File: src/nopi_pkg.sv
// ----------------------------------------------------------------------------
// nopi_pkg
// Shared types, constants and arithmetic helpers for the pose integrator.
// ----------------------------------------------------------------------------
package nopi_pkg;

    localparam int CORDIC_STEPS_DEF = 24;
    localparam int MUL_BITS         = 40;
    localparam int PROD_W           = 80;
    localparam int CNT_W            = 6;
    localparam int CFG_IDX_W        = 4;
    localparam int CFG_DATA_W       = 16;
    localparam int CRD_W            = 36;

    localparam logic [CFG_IDX_W-1:0] REG_SPEED_RATIO = CFG_IDX_W'(0);
    localparam logic [CFG_IDX_W-1:0] REG_TURN_RATIO  = CFG_IDX_W'(1);

    localparam logic signed [PROD_W-1:0] PI_Q      = 80'sd843314857;
    localparam logic signed [PROD_W-1:0] TWO_PI_Q  = 80'sd1686629713;
    localparam logic signed [PROD_W-1:0] HALF_PI_Q = 80'sd421657428;
    localparam logic signed [PROD_W-1:0] S32_MAX   = 80'sd2147483647;
    localparam logic signed [PROD_W-1:0] S32_MIN   = -80'sd2147483648;
    localparam logic signed [PROD_W-1:0] D_MAX     = 80'sd4294967295;
    localparam logic [31:0]              INV_GAIN_Q32 = 32'h9B74EDA8;
    localparam logic signed [CRD_W-1:0]  INV_GAIN_Q30 = 36'sh026DD3B6A;
    localparam logic signed [PROD_W-1:0] ONE_Q28   = 80'sd268435456;

    typedef enum logic [2:0] {
        OP_GAIN, OP_SPD, OP_TURN, OP_HALF, OP_DIST, OP_DX, OP_DY
    } t_op;

    typedef enum logic [2:0] {
        S_IDLE, S_VEC, S_MINIT, S_MUL, S_WB, S_ROT, S_OUT
    } t_state;

    typedef struct packed {
        logic             capture;
        logic             cordic_step;
        logic             rot_mode;
        logic             mul_init;
        logic             mul_step;
        logic             mul_wb;
        t_op              op;
        logic [CNT_W-1:0] iter;
        logic             out_load;
    } t_cmd;

    typedef struct packed {
        logic out_full;
    } t_stat;

    function automatic logic signed [32:0] atan_q28(input logic [4:0] i);
        logic signed [32:0] r;
        case (i)
            5'd0:    r = 33'sd210828714;
            5'd1:    r = 33'sd124459457;
            5'd2:    r = 33'sd65760959;
            5'd3:    r = 33'sd33381290;
            5'd4:    r = 33'sd16755422;
            5'd5:    r = 33'sd8385879;
            5'd6:    r = 33'sd4193963;
            5'd7:    r = 33'sd2097109;
            5'd8:    r = 33'sd1048571;
            5'd9:    r = 33'sd524287;
            5'd29, 5'd30, 5'd31: r = 33'sd0;
            default: r = 33'sd1 <<< (5'd28 - i);
        endcase
        return r;
    endfunction

    // round to nearest, ties up, then arithmetic shift
    function automatic logic signed [PROD_W-1:0] rnd_shr(
        input logic signed [PROD_W-1:0] v, input int s);
        logic signed [PROD_W-1:0] b;
        b = 80'sd1 <<< (s - 1);
        return (v + b) >>> s;
    endfunction

    function automatic logic signed [PROD_W-1:0] sat(
        input logic signed [PROD_W-1:0] v,
        input logic signed [PROD_W-1:0] lo,
        input logic signed [PROD_W-1:0] hi);
        logic signed [PROD_W-1:0] r;
        r = (v < lo) ? lo : ((v > hi) ? hi : v);
        return r;
    endfunction

endpackage

File: src/nopi_ctrl.sv
// ----------------------------------------------------------------------------
// nopi_ctrl
// Sequencer: cordic passes and the chain of shared multiplications.
// ----------------------------------------------------------------------------
module nopi_ctrl #(
    parameter int CORDIC_STEPS = nopi_pkg::CORDIC_STEPS_DEF
) (
    input  logic            i_clk,
    input  logic            i_rst_n,
    input  logic            i_valid,
    output logic            o_ready,
    input  logic            i_out_ready,
    input  nopi_pkg::t_stat i_stat,
    output nopi_pkg::t_cmd  o_cmd
);

    nopi_pkg::t_state r_state, n_state;
    nopi_pkg::t_op    r_op, n_op;
    logic [nopi_pkg::CNT_W-1:0] r_cnt, n_cnt;

    logic w_crd_last, w_mul_last;

    assign w_crd_last = (r_cnt == nopi_pkg::CNT_W'(CORDIC_STEPS - 1));
    assign w_mul_last = (r_cnt == nopi_pkg::CNT_W'(nopi_pkg::MUL_BITS - 1));

    always_ff @(posedge i_clk) begin
        if (!i_rst_n) begin
            r_state <= nopi_pkg::S_IDLE;
            r_op    <= nopi_pkg::OP_GAIN;
            r_cnt   <= '0;
        end else begin
            r_state <= n_state;
            r_op    <= n_op;
            r_cnt   <= n_cnt;
        end
    end

    always_comb begin
        n_state = r_state;
        n_op    = r_op;
        n_cnt   = r_cnt + nopi_pkg::CNT_W'(1);
        unique case (r_state)
            nopi_pkg::S_IDLE: begin
                n_cnt = '0;
                if (i_valid) n_state = nopi_pkg::S_VEC;
            end
            nopi_pkg::S_VEC: begin
                if (w_crd_last) begin
                    n_state = nopi_pkg::S_MINIT;
                    n_op    = nopi_pkg::OP_GAIN;
                end
            end
            nopi_pkg::S_MINIT: begin
                n_cnt   = '0;
                n_state = nopi_pkg::S_MUL;
            end
            nopi_pkg::S_MUL: begin
                if (w_mul_last) n_state = nopi_pkg::S_WB;
            end
            nopi_pkg::S_WB: begin
                n_cnt   = '0;
                n_state = nopi_pkg::S_MINIT;
                unique case (r_op)
                    nopi_pkg::OP_GAIN: n_op = nopi_pkg::OP_SPD;
                    nopi_pkg::OP_SPD:  n_op = nopi_pkg::OP_TURN;
                    nopi_pkg::OP_TURN: n_op = nopi_pkg::OP_HALF;
                    nopi_pkg::OP_HALF: n_state = nopi_pkg::S_ROT;
                    nopi_pkg::OP_DIST: n_op = nopi_pkg::OP_DX;
                    nopi_pkg::OP_DX:   n_op = nopi_pkg::OP_DY;
                    nopi_pkg::OP_DY:   n_state = nopi_pkg::S_OUT;
                    default:           n_state = nopi_pkg::S_IDLE;
                endcase
            end
            nopi_pkg::S_ROT: begin
                if (w_crd_last) begin
                    n_state = nopi_pkg::S_MINIT;
                    n_op    = nopi_pkg::OP_DIST;
                end
            end
            nopi_pkg::S_OUT: begin
                if (!i_stat.out_full || i_out_ready) n_state = nopi_pkg::S_IDLE;
            end
            default: n_state = nopi_pkg::S_IDLE;
        endcase
    end

    always_comb begin
        o_cmd             = '0;
        o_cmd.op          = r_op;
        o_cmd.iter        = r_cnt;
        o_ready           = 1'b0;
        unique case (r_state)
            nopi_pkg::S_IDLE: begin
                o_ready       = 1'b1;
                o_cmd.capture = i_valid;
            end
            nopi_pkg::S_VEC:   o_cmd.cordic_step = 1'b1;
            nopi_pkg::S_MINIT: o_cmd.mul_init    = 1'b1;
            nopi_pkg::S_MUL:   o_cmd.mul_step    = 1'b1;
            nopi_pkg::S_WB:    o_cmd.mul_wb      = 1'b1;
            nopi_pkg::S_ROT: begin
                o_cmd.cordic_step = 1'b1;
                o_cmd.rot_mode    = 1'b1;
            end
            nopi_pkg::S_OUT: o_cmd.out_load = !i_stat.out_full || i_out_ready;
            default: ;
        endcase
    end

endmodule

File: config.mk
export PLATFORM = sky130hd
export DESIGN_NAME = nopi_ctrl
export DESIGN_NICKNAME = d
export VERILOG_FILES = /design/src/nopi_pkg.sv /design/src/nopi_ctrl.sv
export SDC_FILE = /design/constraint.sdc
export NUM_CORES = 1
export LEC_CHECK = 0
export BUFFER_PORTS_ARGS = -buffer_cell sky130_fd_sc_hd__buf_2
export CAP_MARGIN = 5
export CORE_ASPECT_RATIO = 0.8
export CORE_MARGIN = 4
export CORE_UTILIZATION = 35
export DETAILED_ROUTE_END_ITERATION = 10
export PLACE_DENSITY_LB_ADDON = 0.12
export SYNTH_ARGS = -nofsm -noshare
export SYNTH_HDL_FRONTEND = slang
export SYNTH_SLANG_ARGS = --single-unit
File: constraint.sdc
create_clock -name i_clk -period 1.25 [get_ports i_clk]
set_input_delay 0.1875 -clock i_clk [delete_from_list [all_inputs] [get_ports i_clk]]
set_output_delay 0.1875 -clock i_clk [all_outputs]
set_load 0.01 [all_outputs]
# Yosys cells after proc, flatten, opt, wreduce, memory -nomap -nowiden
# Index checks and enable logic that the tools add are counted.
classes:
  addsub: 1
  n_reduce_logical: 10
  n_eq_ne: 21
  bitwise_logic: 1
  n_mux: 18
op_table:
  columns: ["op", "n"]
  rows:
  - ["$eq 3x3->1 const B", 6]
  - ["$mux 3", 6]
  - ["$pmux 3 s3", 2]
  - ["$pmux 3 s6", 1]
  - ["$pmux 3 s5", 1]
  - ["$eq 3x2->1 const B", 4]
  - ["$ne 2x2->1 const B", 5]
  - ["$mux 1", 8]
  - ["$reduce_and 4->1", 2]
  - ["$add 6x1->6 const B", 1]
  - ["$eq 3x1->1 const B", 2]
  - ["$eq 6x5->1 const B", 1]
  - ["$eq 6x6->1 const B", 1]
  - ["$logic_not 3->1", 2]
  - ["$ne 6x1->1 const B", 1]
  - ["$reduce_or 5->1", 1]
  - ["$reduce_or 4->1", 1]
  - ["$reduce_bool 3->1", 1]
  - ["$ne 2x1->1 const B", 1]
  - ["$reduce_or 2->1", 1]
  - ["$logic_not 1->1", 1]
  - ["$logic_or 1x1->1", 1]
  - ["$not 1->1", 1]
totals:
  ff_bits: 12
  wordCells: 54
  out_inout_bits: 17
  inputBits: 5

# Longest topological paths before layout
# Gate-level depths: netlist of run 1.
depth:
  ltp_word: 4
  depth_mapped: 5
  mapped_depth_nobuf: 5

# Worst setup path after synthesis of run 1
# OpenSTA, ideal clock, no wires.
synth_timing:
  path_type: "flip-flop to flip-flop"
  start: "register r_cnt[0] (netlist name)"
  end: "register r_state[1]"
  slack_ns: -0.182
  t_arrival_ns: 1.312
  t_required_ns: 1.130
  path_buffers: 0
  period_less_slack_ns: 1.432
  path_stages_with_launch: 6
  setup_ns: 0.120
  path_cell_list: "dfxtp_1 > ha_1 > and3b_1 > and3b_1 > nor3_1 > o31a_1"
synth_between:
  elab_chain_len: 3
  elab_cells_between_ends: 5
  classes_between: "eq/ne (4); reduce/logical (1)"
synth_rtl:
  columns: ["element", "line", "rtl"]
  rows:
  - ["from (decl)", "nopi_ctrl.sv:19", "logic [nopi_pkg::CNT_W-1:0] r_cnt, n_cnt;"]
  - ["from (signal assigned)", "nopi_ctrl.sv:34", "r_cnt <= n_cnt;"]
  - ["$eq 6x6->1 / $eq 6x5->1 (equally long branches)", "nopi_ctrl.sv:24, nopi_ctrl.sv:23", null]
  - ["$ne 2x2->1 (no source line) / $ne 2x1->1 (equally long branches)", null, null]
  - ["$reduce_and 4->1 (no source line) (*)", null, null]
  - ["to (signal assigned)", "nopi_ctrl.sv:28", "r_state <= nopi_pkg::S_IDLE;"]
  - ["to (signal assigned)", "nopi_ctrl.sv:32", "r_state <= n_state;"]
  - ["to (decl)", "nopi_ctrl.sv:17", "nopi_pkg::t_state r_state, n_state;"]
# Every way passes the cells marked *; elsewhere a longest branch is shown, timed or not.
# A chain may end at the register's enable or synchronous reset.

==> impl_metrics.json, run 1 <==
{
  "path_max_fanout": 6,
  "ys.flop_type": "dfxtp_1",
  "dieArea_um2": 2760,
  "seq_power_share_pct": 38.0,
  "cts_tree": "done",
  "fill_cells": 172,
  "syn_avg_cell_area_um2": 8.66,
  "top_layer_used": "met4",
  "synthCells": 80,
  "setup_ws_ns": -0.124,
  "drc": 0,
  "hold_violations": 0,
  "r2r_end": "r_state[1]",
  "slew_headroom_pct": 80.7,
  "synth_edf_count": 0,
  "arrival_ns": 1.19,
  "design_area_um2": 1150,
  "syn_nets": 86,
  "drv_cap": 0,
  "power.total_w": 0.00118,
  "reg2reg_setup_slack_ns": -0.07,
  "mappedNetlistArea_um2": 693,
  "yosys_warnings": 0,
  "layout_common_cells": "buf_2, buf_4, nor2_1, buf_6, dfxtp_1",
  "place.gp.congestion": 0.906,
  "slew_viol_final": 0,
  "cts_buffer_depth": 2,
  "hold_depth": 2,
  "clkLatencyLatePin_ns": 0.27,
  "p_clk_share_pct": 21.0,
  "fmax_mhz": 728,
  "layout_commonest_cell": "buf_2",
  "yosys.area.top_type": "dfxtp_1",
  "holdPathEnd": "r_state[1]",
  "clock_sinks": 12,
  "wl_um": 1880,
  "worstMarginPinSlew_ns": 0.287,
  "p_sw_share_pct": 31.8,
  "post-dp-hpwl_um": 1310,
  "wl_met1_um": 843,
  "path_class": "flip-flop to primary output",
  "power_switching_w": 0.000376,
  "dp.cells": 138,
  "dr.first_iter.drc_count": 11,
  "place_area_um2": 937,
  "cellPowerDensity_nw_per_um2": 1030,
  "endpoint_kind": "primary output",
  "vias": 734,
  "ys_seq_area_share_pct": 34.7,
  "overflow": 0,
  "cts_root_buf": "clkbuf_4",
  "async_flop_share_pct": 0,
  "violations": "negative setup slack",
  "required_ns": 1.06,
  "ys_ff_latch": 12,
  "reg2reg_from": "r_cnt[0]",
  "rr_worst_depth": 5,
  "routed_via_density": 4.89,
  "htreeDepth": 1,
  "num_rows": 14,
  "rsz0062_at_grt": "true",
  "power_leakage_nw": 0.533,
  "crit_start": "r_state[1]",
  "nNetsFinal": 133,
  "core_um2": 1870,
  "clkSlewWorstSetupHoldPaths_ns": 0.08,
  "ys_types": 37,
  "fin_skew_ns": 0.00997,
  "status": "finished, violations left",
  "final_cells": 150,
  "met3_length_um": 101,
  "ir_drop_mv": 0.756,
  "track_usage_pct": 14.3,
  "first_global_vias": 705,
  "fin_tns_setup_ns": -0.543,
  "die_height_um": 47.8,
  "wl_per_cell_um": 12.6,
  "io_pins": 22,
  "grt_max_degree": 10,
  "cts_made_buffers": 3,
  "n_antenna_cell": 0,
  "area_growth_pct": 65.3,
  "io_buffers": 21,
  "first_pass_iters": 4,
  "antenna_found_initial": 0,
  "startpoint_type": "flip-flop",
  "finalSetupViolCount": 9,
  "synth_area_leaders": "dfxtp_1, nor2_1, buf_6, nand2_1, xor2_1",
  "hold_class": "input pin to flip-flop",
  "grt_pass1_wl_um": 3020,
  "period_share_pct": 110,
  "intPower_w": 0.000806,
  "drive_gt1_share_pct": 58.7,
  "hp-start": "i_rst_n",
  "route.met2.wl_um": 924,
  "timing.final.crit_period_ns": 1.37,
  "antenna_left": 0,
  "synth_top_area_share_pct": 34.7,
  "chipWidth_um": 57.8,
  "pwr-share-comb_pct": 40.9,
  "start_util_pct": 37.0
}
power groups by stage:
stage / clock (W) / combinational, W / sequential (W)
after floorplan: 0 / 0.000201 / 0.000449
after global placement: 0 / 0.000314 / 0.000454
after detailed placement: 0 / 0.000319 / 0.000454
after CTS: 0.000261 / 0.000438 / 0.000447
after global routing: 0.000279 / 0.000525 / 0.000454
final: 0.000249 / 0.000484 / 0.000450
flip-flops by register name, indices dropped and copies added, names as in the netlist:
signal / count
r_cnt: 6
r_op: 3
r_state: 3
final cells by class:
type	instances	area (um^2)	share of cell area (%)
Sequential cell	12	254	22.2
Multi-Input combinational cell	61	493	43.0
Timing Repair Buffer	46	332	28.9
Tap cell	24	30.0	2.62
Inverter	3	11.3	0.983
Clock buffer	4	26.3	2.29
routing by layer:
metal,vias up,GRT usage [%]
li1,374,-
met1,335,17.4
met2,23,25.0
met3,2,2.70
met4,0,6.94
met5,-,0
worst max-delay path by stage:
stage | endpoint | slack (ns) | cells past startpoint
2_1_floorplan | r_state[1] | -0.08 | 5
3_3_place_gp | r_state[1] | -0.04 | 4
4_1_cts | o_cmd[15] | -0.14 | 4
3_5_place_dp | r_state[1] | -0.07 | 5
5_1_grt | o_cmd[15] | -0.17 | 4
6_report | o_cmd[0] | -0.12 | 4
cell usage after synthesis (all sizes together), types with 2 or more instances:
master	instances
xor2	3
xnor2	2
and3b	2
buf	3
o21ai	3
and2	2
inv	3
dfxtp	12
nor2b	3
nand2	7
and2b	2
a21boi	3
nor2	9
and3	2
nand3	3
nor3	6
per-stage QoR:
stage	hold WS [ns]	setup slack, ns	utilization, %
6_report	0.226	-0.124	61.1
5_1_grt	0.228	-0.175	61.1
4_1_cts	0.208	-0.140	58.1
3_5_place_dp	0.510	-0.0694	50.0
3_3_place_gp	0.502	-0.0433	50.0
2_1_floorplan	0.444	-0.0777	-
worst max-delay path, cell delays in order (launching register included):
cell and delay, ns:
dfxtp_4 0.39, buf_6 0.11, nand2_4 0.05, nor3_2 0.20, buf_2 0.17
logic make-up (layout without fill, tap and decap cells):
| logic type | count (synthesis) | count (layout) | synth area share [%] |
|---|---|---|---|
| AND/OR/NAND/NOR | 41 | 41 | 35.2 |
| XOR/XNOR | 5 | 5 | 6.32 |
| flip-flops | 12 | 12 | 34.7 |
| adder cells (fa/ha/maj) | 1 | 1 | 1.80 |
| buffers and inverters | 7 | 53 | 7.04 |
| AO/OA/AOI/OAI | 14 | 14 | 15.0 |
repair_timing:
| action | 4_1_cts | 5_1_grt |
|---|---|---|
| setup endpoints to repair | 13 | 13 |
| pin swaps | 9 | 8 |
| gates resized for setup | 23 | 10 |
| endpoints found under the hold margin | 0 | 0 |
| buffers inserted | 5 | 3 |
| hold buffers | 0 | 0 |
(Power assumes the default switching activity.)
==> inputs of run 2 (changes only) <==
--- a/config.mk
+++ b/config.mk
@@ -7,7 +7,6 @@
 export LEC_CHECK = 0
 export BUFFER_PORTS_ARGS = -buffer_cell sky130_fd_sc_hd__buf_2
 export CAP_MARGIN = 5
-export CORE_ASPECT_RATIO = 0.8
 export CORE_MARGIN = 4
 export CORE_UTILIZATION = 35
 export DETAILED_ROUTE_END_ITERATION = 10
==> run 2 against run 1 <==
Net effect:
- the run still ends with negative setup slack left
- die area decreased by 0.17%
- utilization rose by 4.0 points
- register-to-register slack got worse by 0.04 ns
- non-clock buffer count is 1 higher
- maximum frequency decreased by 1.9%
- clock power fell by 5%
- flip-flop and latch count unchanged
- global-route usage increased by 0.25 points
- highest routed layer unchanged
==> impl_metrics.json, run 2 (same netlist as run 1, synthesis figures left out) <==
{
  "status": "finished, violations left",
  "violations": "negative setup slack",
  "p_clk_share_pct": 19.7,
  "post-place-ws_ns": -0.0870,
  "rsz0062_at_grt": "true",
  "pwr-share-comb_pct": 42.6,
  "fin_skew_ns": 0.00345,
  "power_leakage_nw": 0.542,
  "crit_chain": "buf_6, nor3_4, and2_1, buf_2",
  "layout_common_cells": "buf_2, buf_4, buf_6",
  "dieArea_um2": 2760,
  "cellPowerDensity_nw_per_um2": 1020,
  "first_global_vias": 762,
  "ctsHoldBuffers": 0,
  "power_switching_w": 0.000377,
  "chipWidth_um": 52.5,
  "drc": 0,
  "finalSetupViolCount": 8,
  "power.total_w": 0.00120,
  "drv_cap": 0,
  "reg_top3": "r_cnt x6, r_op x3, r_state x3",
  "holdPathEnd": "r_state[1]",
  "final_cells": 152,
  "dp.cells": 137,
  "antenna_found_initial": 0,
  "reg2reg_setup_slack_ns": -0.11,
  "routed_via_density": 4.91,
  "rr_worst_depth": 5,
  "cts_made_buffers": 3,
  "hold_depth": 2,
  "endpoint_kind": "primary output",
  "path_class": "flip-flop to primary output",
  "overflow": 0,
  "dr.first_iter.drc_count": 10,
  "clkSlewWorstSetupHoldPaths_ns": 0.07,
  "p_sw_share_pct": 31.4,
  "htreeDepth": 1,
  "antenna_left": 0,
  "period_share_pct": 112,
  "r2r_end": "r_state[2]",
  "hold_violations": 0,
  "slew_headroom_pct": 74.5,
  "first_pass_iters": 4,
  "grt_pass1_wl_um": 3050,
  "place.gp.congestion": 0.847,
  "required_ns": 1.06,
  "utilization_pct": 65.1,
  "design_area_um2": 1170,
  "fmax_mhz": 714,
  "hold_class": "input pin to flip-flop",
  "drive_gt1_share_pct": 59.1,
  "fill_cells": 156,
  "cts_buffer_depth": 2,
  "intPower_w": 0.000825,
  "num_rows": 15,
  "setup_ws_ns": -0.150,
  "ir_drop_mv": 0.566,
  "die_height_um": 52.5,
  "crit_path_max_incr_delay_ns": 0.36,
  "startpoint_type": "flip-flop",
  "seq_power_share_pct": 37.7,
  "area_growth_pct": 69.3,
  "core_um2": 1800,
  "io_pins": 22,
  "cts_root_buf": "clkbuf_4",
  "arrival_ns": 1.21,
  "clock_sinks": 12,
  "path_max_fanout": 5,
  "worstMarginPinSlew_ns": 0.380,
  "top_register": "r_cnt",
  "reg2reg_from": "r_state[1]",
  "track_usage_pct": 14.5,
  "cp_slowest_cell": "dfxtp_4",
  "start_util_pct": 38.5,
  "nNetsFinal": 134,
  "wl_per_cell_um": 12.5,
  "hp-start": "i_rst_n",
  "cts_tree": "done",
  "slew_viol_final": 0,
  "largest_register_ffs": 6,
  "io_buffers": 21,
  "timing.final.crit_period_ns": 1.40,
  "n_antenna_cell": 0,
  "place_area_um2": 923,
  "wl_um": 1900,
  "vias": 746,
  "grt_max_degree": 10,
  "clkLatencyLatePin_ns": 0.26,
  "layout_commonest_cell": "buf_2",
  "post-dp-hpwl_um": 1320
}
run 2: cell count changes in the layout (fill, tap and decap cells not counted), sizes merged:
cell,delta
buf,+1
run 2: timing repair:
item | CTS | global route
gates resized for setup | 19 | 16
buffers inserted | 5 | 6
setup endpoints to repair | 14 | 11
pin swaps | 9 | 12
run 2: worst max-delay path by stage:
stage / endpoint / cells past startpoint / from
floorplan: r_state[1] / 5 / r_cnt[1]
global placement: r_state[1] / 4 / r_cnt[0]
detailed placement: r_state[1] / 5 / r_cnt[1]
CTS: o_cmd[15] / 4 / r_state[1]
global route: o_cmd[15] / 4 / r_state[1]
finish: o_cmd[15] / 4 / r_state[1]
run 2: worst max-delay path: cells and delay by family, from the launching register on:
kind,cells,cell delay (ns)
buffers and inverters,2,0.24
DFF,1,0.36
and+or+nand+nor,2,0.34
run 2: cell type report:
type                    count  area, um^2  area share [%]
repair buffers             47         352            30.0
well taps                  25        31.3            2.67
inverters                   3        11.3           0.959
multi-input cells          61         497            42.3
clock buffers               4        26.3            2.24
flip-flops and latches     12         256            21.9
run 2: routing by layer:
| layer | wire length [um] | track usage [%] | share of wire [%] | vias to the layer above |
|---|---|---|---|---|
| met5 | 0 | 0 | 0 | - |
| li1 | - | - | - | 378 |
| met1 | 806 | 14.8 | 42 | 345 |
| met4 | 15 | 5.96 | 0.79 | 0 |
| met3 | 75 | 2.56 | 3.9 | 2 |
| met2 | 1000 | 28.3 | 53 | 21 |
run 2: metrics by stage:
| step | hold slack [ns] | TNS, ns |
|---|---|---|
| floorplan | 0.444 | -0.0989 |
| global placement | 0.501 | -0.0863 |
| detailed placement | 0.500 | -0.152 |
| CTS | 0.208 | -0.449 |
| global route | 0.217 | -1.11 |
| finish | 0.216 | -0.592 |
run 2: power by group through the flow:
| stage | clock network, W | registers (W) | logic (W) |
|---|---|---|---|
| floorplan | 0 | 0.000449 | 0.000201 |
| global placement | 0 | 0.000460 | 0.000302 |
| detailed placement | 0 | 0.000461 | 0.000303 |
| CTS | 0.000249 | 0.000451 | 0.000411 |
| global route | 0.000268 | 0.000458 | 0.000554 |
| finish | 0.000237 | 0.000453 | 0.000512 |
==> inputs of run 3 (changes only) <==
--- a/config.mk
+++ b/config.mk
@@ -9,7 +9,9 @@
 export CAP_MARGIN = 5
 export CORE_MARGIN = 4
 export CORE_UTILIZATION = 35
+export CTS_CLUSTER_DIAMETER = 150
 export DETAILED_ROUTE_END_ITERATION = 10
+export MAX_ROUTING_LAYER = met4
 export PLACE_DENSITY_LB_ADDON = 0.12
 export SYNTH_ARGS = -nofsm -noshare
 export SYNTH_HDL_FRONTEND = slang
==> constraint.sdc (replaced) <==
create_clock -name i_clk -period 1.3 [get_ports i_clk]
set_input_delay 0.195 -clock i_clk [delete_from_list [all_inputs] [get_ports i_clk]]
set_output_delay 0.195 -clock i_clk [all_outputs]
set_load 0.01 [all_outputs]
==> run 3 against run 2 <==
Net effect:
- the run still ends with negative setup slack left
- worst hold slack improved by 0.024 ns
- sequential share of layout area is 1.6 points higher
- final cell count decreased by 3.3%
- cell area decreased by 6.7%
- clock power decreased by 3%
- wire length decreased by 9.7%
- power fell by 9.7%
- combinational power down 17%
- sequential power down 5.1%
- critical endpoint is now r_state[1]
==> impl_metrics.json, run 3 (same netlist as run 1, synthesis figures left out) <==
{
  "hold_class": "input pin to flip-flop",
  "fill_cells": 179,
  "num_rows": 15,
  "antenna_found_initial": 0,
  "fmax_mhz": 738,
  "layout_common_cells": "buf_2, buf_4, nor2_1",
  "cts_made_buffers": 3,
  "finalSetupViolCount": 3,
  "first_pass_iters": 4,
  "clkLatencyLatePin_ns": 0.26,
  "top_register": "r_cnt",
  "reg2reg_from": "r_cnt[0]",
  "io_pins": 22,
  "drv_cap": 0,
  "arrival_ns": 1.51,
  "reg2reg_setup_slack_ns": -0.05,
  "path_max_fanout": 5,
  "nNetsFinal": 129,
  "cts_tree": "done",
  "routed_via_density": 4.80,
  "worstMarginPinSlew_ns": 0.516,
  "area_growth_pct": 57.9,
  "n_antenna_cell": 0,
  "die_height_um": 52.5,
  "hold_violations": 0,
  "p_sw_share_pct": 30.9,
  "antenna_left": 0,
  "power_leakage_nw": 0.498,
  "post-place-ws_ns": -0.0341,
  "final-seq-area_um2": 256,
  "layout_commonest_cell": "buf_2",
  "place.gp.congestion": 0.870,
  "startpoint_type": "flip-flop",
  "status": "finished, violations left",
  "drc": 0,
  "post-dp-hpwl_um": 1300,
  "slew_viol_final": 0,
  "power_switching_w": 0.000335,
  "multi_input_area_um2": 472,
  "dr.first_iter.drc_count": 5,
  "first_global_vias": 664,
  "cellPowerDensity_nw_per_um2": 992,
  "track_usage_pct": 14.4,
  "drive_gt1_share_pct": 54.1,
  "chipWidth_um": 52.5,
  "fin_skew_ns": 0.00264,
  "reg_top3": "r_cnt x6, r_op x3, r_state x3",
  "hp-start": "i_rst_n",
  "io_buffers": 21,
  "violations": "negative setup slack",
  "dp.cells": 136,
  "start_util_pct": 38.5,
  "ctsHoldBuffers": 0,
  "fin_tns_setup_ns": -0.152,
  "intPower_w": 0.000751,
  "cts_buffer_depth": 2,
  "endpoint_kind": "flip-flop",
  "htreeDepth": 1,
  "timing.final.crit_period_ns": 1.35,
  "p_clk_share_pct": 21.3,
  "setup_ws_ns": -0.0548,
  "core_um2": 1800,
  "ir_drop_mv": 0.501,
  "clock_sinks": 12,
  "final_cells": 147,
  "path_class": "flip-flop to flip-flop",
  "overflow": 0,
  "period_share_pct": 104,
  "wl_per_cell_um": 11.7,
  "seq_power_share_pct": 39.6,
  "required_ns": 1.45,
  "cts_root_buf": "clkbuf_4",
  "slew_headroom_pct": 65.3,
  "largest_register_ffs": 6,
  "pwr-share-comb_pct": 39.1,
  "grt_max_degree": 10,
  "wl_um": 1710,
  "grt_pass1_wl_um": 2850,
  "dieArea_um2": 2760,
  "vias": 706,
  "rsz0062_at_grt": "true",
  "clkSlewWorstSetupHoldPaths_ns": 0.07,
  "crit_start": "r_cnt[0]"
}
## run 3: per-layer routing
layer | global-route usage [%] | share of wire (%)
met1 | 16.4 | 47
met2 | 24.4 | 49
met3 | 3.42 | 4.1
met4 | 5.11 | 0.35
met5 | - | 0
## run 3: final timing paths
check | cells past startpoint | endpoint
min reg2reg | 2 | r_op[2]
max | 5 | r_state[1]
max reg2reg | 5 | r_state[1]
min | 2 | r_state[1]
## run 3: critical path, stage by stage, from the launching register on
cell and delay (ns):
dfxtp_4 0.36, ha_4 0.12, and3b_2 0.23, and3b_1 0.22, nor3_1 0.07, o31a_1 0.23
## run 3: cell type report
class	count	area share (%)
inverters	3	1.03
well taps	25	2.86
clock buffers	4	2.40
multi-input cells	61	43.1
repair buffers	42	27.2
flip-flops and latches	12	23.4
## run 3: power groups by stage
stage | Combinational (W) | Clock, W | Sequential [W]
after floorplan | 0.000194 | 0 | 0.000432
after CTS | 0.000374 | 0.000248 | 0.000433
final | 0.000425 | 0.000231 | 0.000430
after detailed placement | 0.000296 | 0 | 0.000437
after global routing | 0.000466 | 0.000275 | 0.000435
after global placement | 0.000293 | 0 | 0.000438
## run 3: stage by stage
step | power [W] | util (%) | instance area [um^2] | hold WS (ns)
2_1_floorplan | 0.000626 | - | 712 | 0.444
3_3_place_gp | 0.000731 | 50.8 | 916 | 0.503
3_5_place_dp | 0.000734 | 50.8 | 916 | 0.509
4_1_cts | 0.00105 | 57.4 | 1030 | 0.219
5_1_grt | 0.00118 | 60.8 | 1090 | 0.233
6_report | 0.00109 | 60.8 | 1090 | 0.240
## run 3: what timing repair did
item / 4_1_cts / 5_1_grt
endpoints found under the setup margin: 10 / 14
cloned: 0 / 0
pin swaps: 9 / 7
resized for setup: 18 / 10
setup buffers: 4 / 3
